--- src/design/rollback_send_list_unit_macros.svh ---
// Assertion macros used by the send list top level.
`ifndef ROLLBACK_SEND_LIST_UNIT_MACROS_SVH
`define ROLLBACK_SEND_LIST_UNIT_MACROS_SVH

`ifndef SYNTHESIS
`define RBSL_ASSERT_IMP(label, clk, rst_n, ante, cons) \
    label: assert property (@(posedge clk) disable iff (!(rst_n)) (ante) |-> (cons)) \
        else $error("send list check failed");
`define RBSL_ASSERT_NXT(label, clk, rst_n, ante, cons) \
    label: assert property (@(posedge clk) disable iff (!(rst_n)) (ante) |=> (cons)) \
        else $error("send list check failed");
`else
`define RBSL_ASSERT_IMP(label, clk, rst_n, ante, cons)
`define RBSL_ASSERT_NXT(label, clk, rst_n, ante, cons)
`endif

`endif

--- src/design/rbsl_pkg.sv ---
// Types, codes and defaults shared by the send list design files.
package rbsl_pkg;

    localparam int LIST_DEPTH_DEF = 32;

    typedef enum logic [1:0] {
        ACT_ADD      = 2'd0,
        ACT_ROLLBACK = 2'd1,
        ACT_CLEAR    = 2'd2
    } t_action;

    typedef enum logic [1:0] {
        KIND_READ  = 2'd0,
        KIND_WRITE = 2'd1,
        KIND_RANGE = 2'd2
    } t_kind;

    typedef enum logic [2:0] {
        ST_ADDED   = 3'd0,
        ST_FULL    = 3'd1,
        ST_REMOVED = 3'd2,
        ST_NONE    = 3'd3,
        ST_CLEARED = 3'd4
    } t_status;

    typedef struct packed {
        logic [1:0]  action;
        logic [1:0]  message_kind;
        logic [7:0]  process_id;
        logic [31:0] sim_time;
        logic [15:0] message_handle;
    } t_request;

    typedef struct packed {
        logic [2:0]  status;
        logic [1:0]  out_kind;
        logic [7:0]  out_process;
        logic [31:0] out_time;
        logic [15:0] out_handle;
        logic [5:0]  removed_count;
        logic        last;
    } t_result;

    typedef struct packed {
        logic [1:0]  kind;
        logic [7:0]  process;
        logic [31:0] time_stamp;
        logic [15:0] handle;
    } t_entry;

    function automatic t_result removed_result(input t_entry entry, input logic last);
        t_result res;
        res               = '0;
        res.status        = ST_REMOVED;
        res.out_kind      = entry.kind;
        res.out_process   = entry.process;
        res.out_time      = entry.time_stamp;
        res.out_handle    = entry.handle;
        res.last          = last;
        return res;
    endfunction

endpackage

--- src/design/rbsl_mem.sv ---
// Entry store: one write port, one read port with registered read data.
module rbsl_mem #(
    parameter int LIST_DEPTH = rbsl_pkg::LIST_DEPTH_DEF
) (
    input  logic                          i_clk,
    input  logic                          i_wr_en,
    input  logic [$clog2(LIST_DEPTH)-1:0] i_wr_addr,
    input  rbsl_pkg::t_entry              i_wr_data,
    input  logic                          i_rd_en,
    input  logic [$clog2(LIST_DEPTH)-1:0] i_rd_addr,
    output rbsl_pkg::t_entry              o_rd_data
);
    import rbsl_pkg::*;

    t_entry r_mem [LIST_DEPTH];
    t_entry r_rd_data;

    always_ff @(posedge i_clk) begin
        if (i_wr_en) begin
            r_mem[i_wr_addr] <= i_wr_data;
        end
        if (i_rd_en) begin
            r_rd_data <= r_mem[i_rd_addr];
        end
    end

    assign o_rd_data = r_rd_data;

endmodule

--- src/design/rollback_send_list_unit.sv ---
// Top level of the ordered send list with add, rollback and clear requests.
//
//  Channel  | Ports                          | Handshake
//  ---------+--------------------------------+--------------------------------
//  request  | i_start, i_request, o_busy     | taken when i_start and !o_busy
//  result   | o_strobe, o_result             | one-cycle strobe per result, no stall
//
// An add request gives its result in the next cycle and leaves the block idle.
// A rollback or clear request scans the store one entry per cycle and compacts
// survivors in place; the block stays busy until the scan is done.
// Removed entries of a rollback appear during the scan; the final result, with
// last set, appears as busy drops. Reset empties the list at once with no
// clearing pass. Results cannot be stalled.
`include "rollback_send_list_unit_macros.svh"
module rollback_send_list_unit #(
    parameter int LIST_DEPTH = rbsl_pkg::LIST_DEPTH_DEF
) (
    input  logic               i_clk,
    input  logic               i_rst_n,
    input  logic               i_start,
    input  rbsl_pkg::t_request i_request,
    output logic               o_busy,
    output logic               o_strobe,
    output rbsl_pkg::t_result  o_result
);
    import rbsl_pkg::*;

    localparam int IDX_W = $clog2(LIST_DEPTH);
    localparam int CNT_W = $clog2(LIST_DEPTH + 1);

    typedef enum logic [1:0] {
        S_IDLE = 2'b01,
        S_SCAN = 2'b10
    } t_state;

    t_state            r_state, n_state;
    logic [CNT_W-1:0]  r_count, n_count;
    logic [CNT_W-1:0]  r_rd_idx, n_rd_idx;
    logic [CNT_W-1:0]  r_keep, n_keep;
    logic              r_rd_v, n_rd_v;
    logic              r_pend_v, n_pend_v;
    t_entry            r_pend, n_pend;
    logic              r_is_clear, n_is_clear;
    logic [7:0]        r_proc, n_proc;
    logic [31:0]       r_time, n_time;
    logic              r_strobe, n_strobe;
    t_result           r_result, n_result;

    logic              wr_en;
    logic [IDX_W-1:0]  wr_addr;
    t_entry            wr_data;
    logic              rd_en;
    t_entry            rd_data;
    logic              rb_hit;
    logic              clr_hit;
    logic              hit;
    logic [CNT_W-1:0]  removed_n;
    logic [CNT_W+5:0]  removed_ext;

    rbsl_mem #(
        .LIST_DEPTH (LIST_DEPTH)
    ) u_mem (
        .i_clk     (i_clk),
        .i_wr_en   (wr_en),
        .i_wr_addr (wr_addr),
        .i_wr_data (wr_data),
        .i_rd_en   (rd_en),
        .i_rd_addr (r_rd_idx[IDX_W-1:0]),
        .o_rd_data (rd_data)
    );

    assign rb_hit = (rd_data.process == r_proc) &&
                    ((((rd_data.kind == KIND_READ) || (rd_data.kind == KIND_RANGE)) &&
                      (rd_data.time_stamp >= r_time)) ||
                     ((rd_data.kind == KIND_WRITE) && (rd_data.time_stamp > r_time)));
    assign clr_hit     = rd_data.time_stamp < r_time;
    assign hit         = r_is_clear ? clr_hit : rb_hit;
    assign removed_n   = r_count - r_keep;
    assign removed_ext = {6'd0, removed_n};

    always_comb begin
        n_state    = r_state;
        n_count    = r_count;
        n_rd_idx   = r_rd_idx;
        n_keep     = r_keep;
        n_rd_v     = r_rd_v;
        n_pend_v   = r_pend_v;
        n_pend     = r_pend;
        n_is_clear = r_is_clear;
        n_proc     = r_proc;
        n_time     = r_time;
        n_strobe   = 1'b0;
        n_result   = '0;
        wr_en      = 1'b0;
        wr_addr    = r_keep[IDX_W-1:0];
        wr_data    = rd_data;
        rd_en      = 1'b0;
        unique case (r_state)
            S_IDLE: begin
                if (i_start) begin
                    unique case (i_request.action)
                        ACT_ADD: begin
                            n_strobe      = 1'b1;
                            n_result.last = 1'b1;
                            if (r_count == CNT_W'(LIST_DEPTH)) begin
                                n_result.status = ST_FULL;
                            end else begin
                                wr_en              = 1'b1;
                                wr_addr            = r_count[IDX_W-1:0];
                                wr_data.kind       = i_request.message_kind;
                                wr_data.process    = i_request.process_id;
                                wr_data.time_stamp = i_request.sim_time;
                                wr_data.handle     = i_request.message_handle;
                                n_count            = r_count + 1'b1;
                                n_result.status    = ST_ADDED;
                            end
                        end
                        ACT_ROLLBACK, ACT_CLEAR: begin
                            n_state    = S_SCAN;
                            n_is_clear = (i_request.action == ACT_CLEAR);
                            n_proc     = i_request.process_id;
                            n_time     = i_request.sim_time;
                            n_rd_idx   = '0;
                            n_keep     = '0;
                            n_rd_v     = 1'b0;
                            n_pend_v   = 1'b0;
                        end
                        default: begin
                        end
                    endcase
                end
            end
            S_SCAN: begin
                if (r_rd_idx < r_count) begin
                    rd_en    = 1'b1;
                    n_rd_idx = r_rd_idx + 1'b1;
                    n_rd_v   = 1'b1;
                end else begin
                    n_rd_v = 1'b0;
                end
                if (r_rd_v) begin
                    if (hit) begin
                        if (!r_is_clear) begin
                            if (r_pend_v) begin
                                n_strobe = 1'b1;
                                n_result = removed_result(r_pend, 1'b0);
                            end
                            n_pend   = rd_data;
                            n_pend_v = 1'b1;
                        end
                    end else begin
                        wr_en  = 1'b1;
                        n_keep = r_keep + 1'b1;
                    end
                end else if (r_rd_idx == r_count) begin
                    n_state  = S_IDLE;
                    n_count  = r_keep;
                    n_strobe = 1'b1;
                    if (r_is_clear) begin
                        n_result.status        = ST_CLEARED;
                        n_result.removed_count = removed_ext[5:0];
                        n_result.last          = 1'b1;
                    end else if (r_pend_v) begin
                        n_result = removed_result(r_pend, 1'b1);
                    end else begin
                        n_result.status = ST_NONE;
                        n_result.last   = 1'b1;
                    end
                end
            end
            default: begin
                n_state = S_IDLE;
            end
        endcase
    end

    always_ff @(posedge i_clk) begin
        if (!i_rst_n) begin
            r_state  <= S_IDLE;
            r_count  <= '0;
            r_rd_v   <= 1'b0;
            r_pend_v <= 1'b0;
            r_strobe <= 1'b0;
        end else begin
            r_state  <= n_state;
            r_count  <= n_count;
            r_rd_v   <= n_rd_v;
            r_pend_v <= n_pend_v;
            r_strobe <= n_strobe;
        end
    end

    always_ff @(posedge i_clk) begin
        r_rd_idx   <= n_rd_idx;
        r_keep     <= n_keep;
        r_pend     <= n_pend;
        r_is_clear <= n_is_clear;
        r_proc     <= n_proc;
        r_time     <= n_time;
        r_result   <= n_result;
    end

    assign o_busy   = (r_state != S_IDLE);
    assign o_strobe = r_strobe;
    assign o_result = r_result;

    `RBSL_ASSERT_NXT(a_request_answered, i_clk, i_rst_n,
        i_start && !o_busy && ((i_request.action == ACT_ADD) ||
        (i_request.action == ACT_ROLLBACK) || (i_request.action == ACT_CLEAR)),
        o_strobe || o_busy)
    `RBSL_ASSERT_IMP(a_keep_behind_read, i_clk, i_rst_n,
        r_state == S_SCAN, (r_keep <= r_rd_idx) && (r_rd_idx <= r_count))
    `RBSL_ASSERT_IMP(a_last_ends_busy, i_clk, i_rst_n,
        o_strobe, o_result.last == !o_busy)

endmodule

--- config.mk ---
export PLATFORM = sky130hd
export DESIGN_NAME = rollback_send_list_unit
export DESIGN_NICKNAME = d
export VERILOG_FILES = /design/src/design/rbsl_pkg.sv /design/src/design/rbsl_mem.sv /design/src/design/rollback_send_list_unit.sv
export VERILOG_INCLUDE_DIRS = /design/src /design/src/design
export SDC_FILE = /design/constraint.sdc
export NUM_CORES = 2
export LEC_CHECK = 0
export BUFFER_PORTS_ARGS = -buffer_cell sky130_fd_sc_hd__buf_2
export CORE_ASPECT_RATIO = 1.75
export CORE_UTILIZATION = 54
export CTS_BUF_LIST = sky130_fd_sc_hd__clkbuf_8
export DETAILED_ROUTE_END_ITERATION = 10
export PLACE_DENSITY_LB_ADDON = 0.1
export SLEW_MARGIN = 10
export SYNTH_ARGS = -nofsm -noshare
export SYNTH_HDL_FRONTEND = slang
export SYNTH_SLANG_ARGS = --single-unit
--- constraint.sdc ---
create_clock -name i_clk -period 13.6 [get_ports i_clk]
set_input_delay 0.68 -clock i_clk [delete_from_list [all_inputs] [get_ports i_clk]]
set_output_delay 0.68 -clock i_clk [all_outputs]
set_load 0.005 [all_outputs]
==> summary.md <==
| Metric | Value |
|---|---|
| Hold crit path type | `in -> reg` |
| Max_cap viols | `0` |
| Initial antenna violation count | `8` |
| RSZ-0062 raised after global routing | `false` |
| Max_slew headroom | `21.5%` |
| Least-Margin Pin Slew | `1.17 ns` |
| Internal power consumption | `10,000 uW` |
| Placer congestion estimate | `0.852` |
| IO Port Bufs | `132` |
| Part of the power in registers | `55.1%` |
| Clock Path Buffers | `4` |
| Crit path top cell by count | `buf_4` |
| Post-Syn Area per Cell | `23.6 sq um` |
| Vias | `38,036` |
| DRC violations left | `0` |
| EDFF count, synth | `2,025` |
| Kind of critical path | `reg -> reg` |
| Total power draw | `13,000 uW` |
| Worst reg2reg setup slack | `7.80 ns` |
| Top-Level Pins | `133` |
| Starting density of the core | `54.5%` |
| Pre-CTS setup slack | `8.01 ns` |
| Pwr/cell area | `145 mW/mm^2` |
| Synth warnings | `0` |
| Area Growth Syn to Fin | `11.7%` |
| Register area share after synthesis | `77.8%` |
| Final nets | `3,932` |
| Post-route ant nets | `0` |
| CTS H-tree depth | `5` |
| Beginning of the worst hold path | `i_start` |
| CP cell instances | `ha_1, nand4_1, nor3_1, a31oi_1, o21a_1, o31ai_1, a31oi_4, buf_4, nor3_2, buf_4, buf_4` |
| Core box area | `0.147 sq mm` |
| Post-Route WL | `200 mm` |
| Setup TNS | `0 ns` |
| CP startpoint kind | `flop` |
| Dpl hpwl | `107 mm` |
| DIE AREA | `0.150 sq mm` |
| Peak supply drop | `0.112 mV` |
| Final Skew | `0.0959 ns` |
| CP Buf/Inv Count | `3` |
| Largest fanout on the critical path | `32` |
| Congestion Overflow GR | `0` |
| Final WS setup | `7.80 ns` |
| First DRT Iteration DRCs | `4,204` |
| FMAX | `173 MHz` |
| R2r endpoint | `u_mem.r_mem[14][31]` |
| Share of cells above drive strength 1 | `33.1%` |
| Most common cell after layout, fill and taps aside | `edfxtp_1` |
| Final Slew Violations | `0` |
| Syn Nets | `3,510` |
| Crit path largest cell delay | `1.22 ns` |
| Switch share | `22.8%` |
| Delay-heaviest family, CP | `simple AND/OR/NAND/NOR gates` |
| Synth Instances | `3,395` |
| Switch Pwr | `2950 uW` |
| Drt via density | `6.33` |
| Share of synthesized registers carrying an async set or reset | `0%` |
| Die H | `512 um` |
| Status | `completed` |
| Distinct cells, synth | `56` |
| Setup violations, final | `0` |
| Period utilization | `42.6%` |
| First drt pass iteration count | `5` |
| Leak | `0.0287 uW` |
| Synth Cell Area | `0.0802 sq mm` |
| Hold Path Sink | `o_result[0]` |
| Endpoints failing hold | `0` |
| Clock power frac | `35.6%` |
| First-pass GRT wire length | `286 mm` |
| Hold path depth | `3` |
| Setup crit end kind | `flop` |
| CTS Sinks | `2,104` |
| CP max-delay cell | `nor3_1` |
| WL/cell | `33.3 um` |
| Vias in the first global route | `39,884` |
| Die W | `293 um` |
| TritonCTS clock tree | `done` |
| WHS | `0.134 ns` |
| Register clock-pin slew on the reported worst setup and hold paths | `0.06 ns` |
| Flops & latches, synth | `2,104` |
| Clk Latency, worst-skew pair | `1.02 ns` |
| R2R Path Start | `u_mem.o_rd_data[29]` |
| Reg2Reg Depth | `11` |
| Cts bufs inserted | `311` |
| Crit path DAT | `6.35 ns` |
| Main flop type after synthesis | `edfxtp_1` |
| Logic pwr share | `9.3%` |
| FP Rows | `186` |
| Largest net degree at the start of global routing | `106` |
| FILL cells | `10,274` |
| Period minus WS final | `5.80 ns` |
| All-Layer GR Usage | `27.1%` |
| Root buf cell | `clkbuf_8` |
| Most frequent cells in the layout | `2,025 x edfxtp_1, 580 x mux4_2, 325 x clkbuf_8` |
| Required time at the worst-slack endpoint | `14.16 ns` |
-- synth_stat cells, types with 4 or more instances --
cell type	count	area share, %
xnor2_1	15	0.16
mux4_2	580	16
a31oi_1	8	0.062
nor3_1	42	0.26
nor2_1	29	0.14
buf_2	16	0.10
nor2b_1	5	0.039
ha_1	51	0.80
o211ai_1	5	0.047
xor2_1	6	0.066
dfxtp_1	79	2.0
nand3_1	18	0.11
o21ai_0	14	0.087
clkbuf_1	98	0.46
and2_1	60	0.47
a21oi_1	30	0.19
edfxtp_1	2025	76
a21o_1	9	0.084
mux2_2	116	1.6
buf_1	42	0.20
inv_1	55	0.26
nand4_1	9	0.070
o211a_1	4	0.050
nand2_1	32	0.15
-- what timing repair did --
| action | in CTS | in global routing |
|---|---|---|
| gates resized for setup | 0 | 0 |
| hold endpoints to repair | 46 | 0 |
| hold buffers | 42 | 0 |
| buffers inserted | 0 | 0 |
-- worst max path at each step --
stage	slack, ns	cells after the start	end	startpoint
floorplan	1.83	11	r_rd_idx[0]	r_rd_idx[0]
global placement	8.09	11	u_mem.r_mem[0][29]	u_mem.o_rd_data[31]
detailed placement	8.01	11	u_mem.r_mem[14][31]	u_mem.o_rd_data[31]
CTS	7.98	11	u_mem.r_mem[14][31]	u_mem.o_rd_data[29]
global route	7.69	11	u_mem.r_mem[14][41]	u_mem.o_rd_data[29]
finish	7.80	11	u_mem.r_mem[14][31]	u_mem.o_rd_data[29]
-- state kept, by name, indices dropped and copies added (netlist names), 2 cells and up --
register	flops
r_state	2
r_proc	8
u_mem.r_mem	1856
u_mem.o_rd_data	58
r_keep	6
r_time	32
o_result	68
r_pend	58
r_rd_idx	6
r_count	6
-- worst reg2reg max path: cells and delay by family, from the launching register on --
kind	cells	cell delay, ns
adders and majority gates	1	0.35
DFF	1	0.51
and+or+nand+nor	3	2.19
buffers and inverters	3	1.56
AOI/OAI and AO/OA	4	0.74
-- cells by family after synthesis --
kind of cell	share of synthesized area, %
flops	77.8
mux	17.9
fa+ha+maj	0.821
xor+xnor	0.229
compound gates	0.768
buf+inv	1.08
simple gates	1.39
-- power groups by stage --
stage               Combinational, uW  Sequential (uW)  Clock (uW)
detailed placement               1210             7280           0
global route                     1270             7140        4970
CTS                              1220             7150        4710
floorplan                         859             7280           0
finish                           1200             7150        4620
global placement                 1190             7280           0
-- routing by layer --
| layer | up-vias | part of all wire, % | GRT usage, % |
|---|---|---|---|
| li1 | 15250 | - | - |
| met1 | 20675 | 38 | 36.3 |
| met2 | 1793 | 52 | 46.0 |
| met3 | 316 | 7.4 | 5.04 |
| met4 | 2 | 2.2 | 7.14 |
| met5 | - | 0.0065 | 0 |
-- per-stage QoR --
stage | utilization [%] | area (sq um) | cells
finish | 60.9 | 89600 | 6006
global route | 60.9 | 89600 | 6006
detailed placement | 56.9 | 83700 | 5436
global placement | 56.9 | 83700 | 5435
floorplan | - | 80200 | 3395
CTS | 60.9 | 89600 | 6004
-- cell type report --
type	instances	area [sq um]	area share, %
sequential	2104	62400	69.6
multi-input combinational	1073	17200	19.2
clock buffer	325	4470	4.99
tap	1974	2470	2.76
timing repair buffer	272	1880	2.10
clock inverter	201	996	1.11
inverter	55	206	0.230
antenna	2	5.00	0.00559
(Power assumes the default switching activity.)
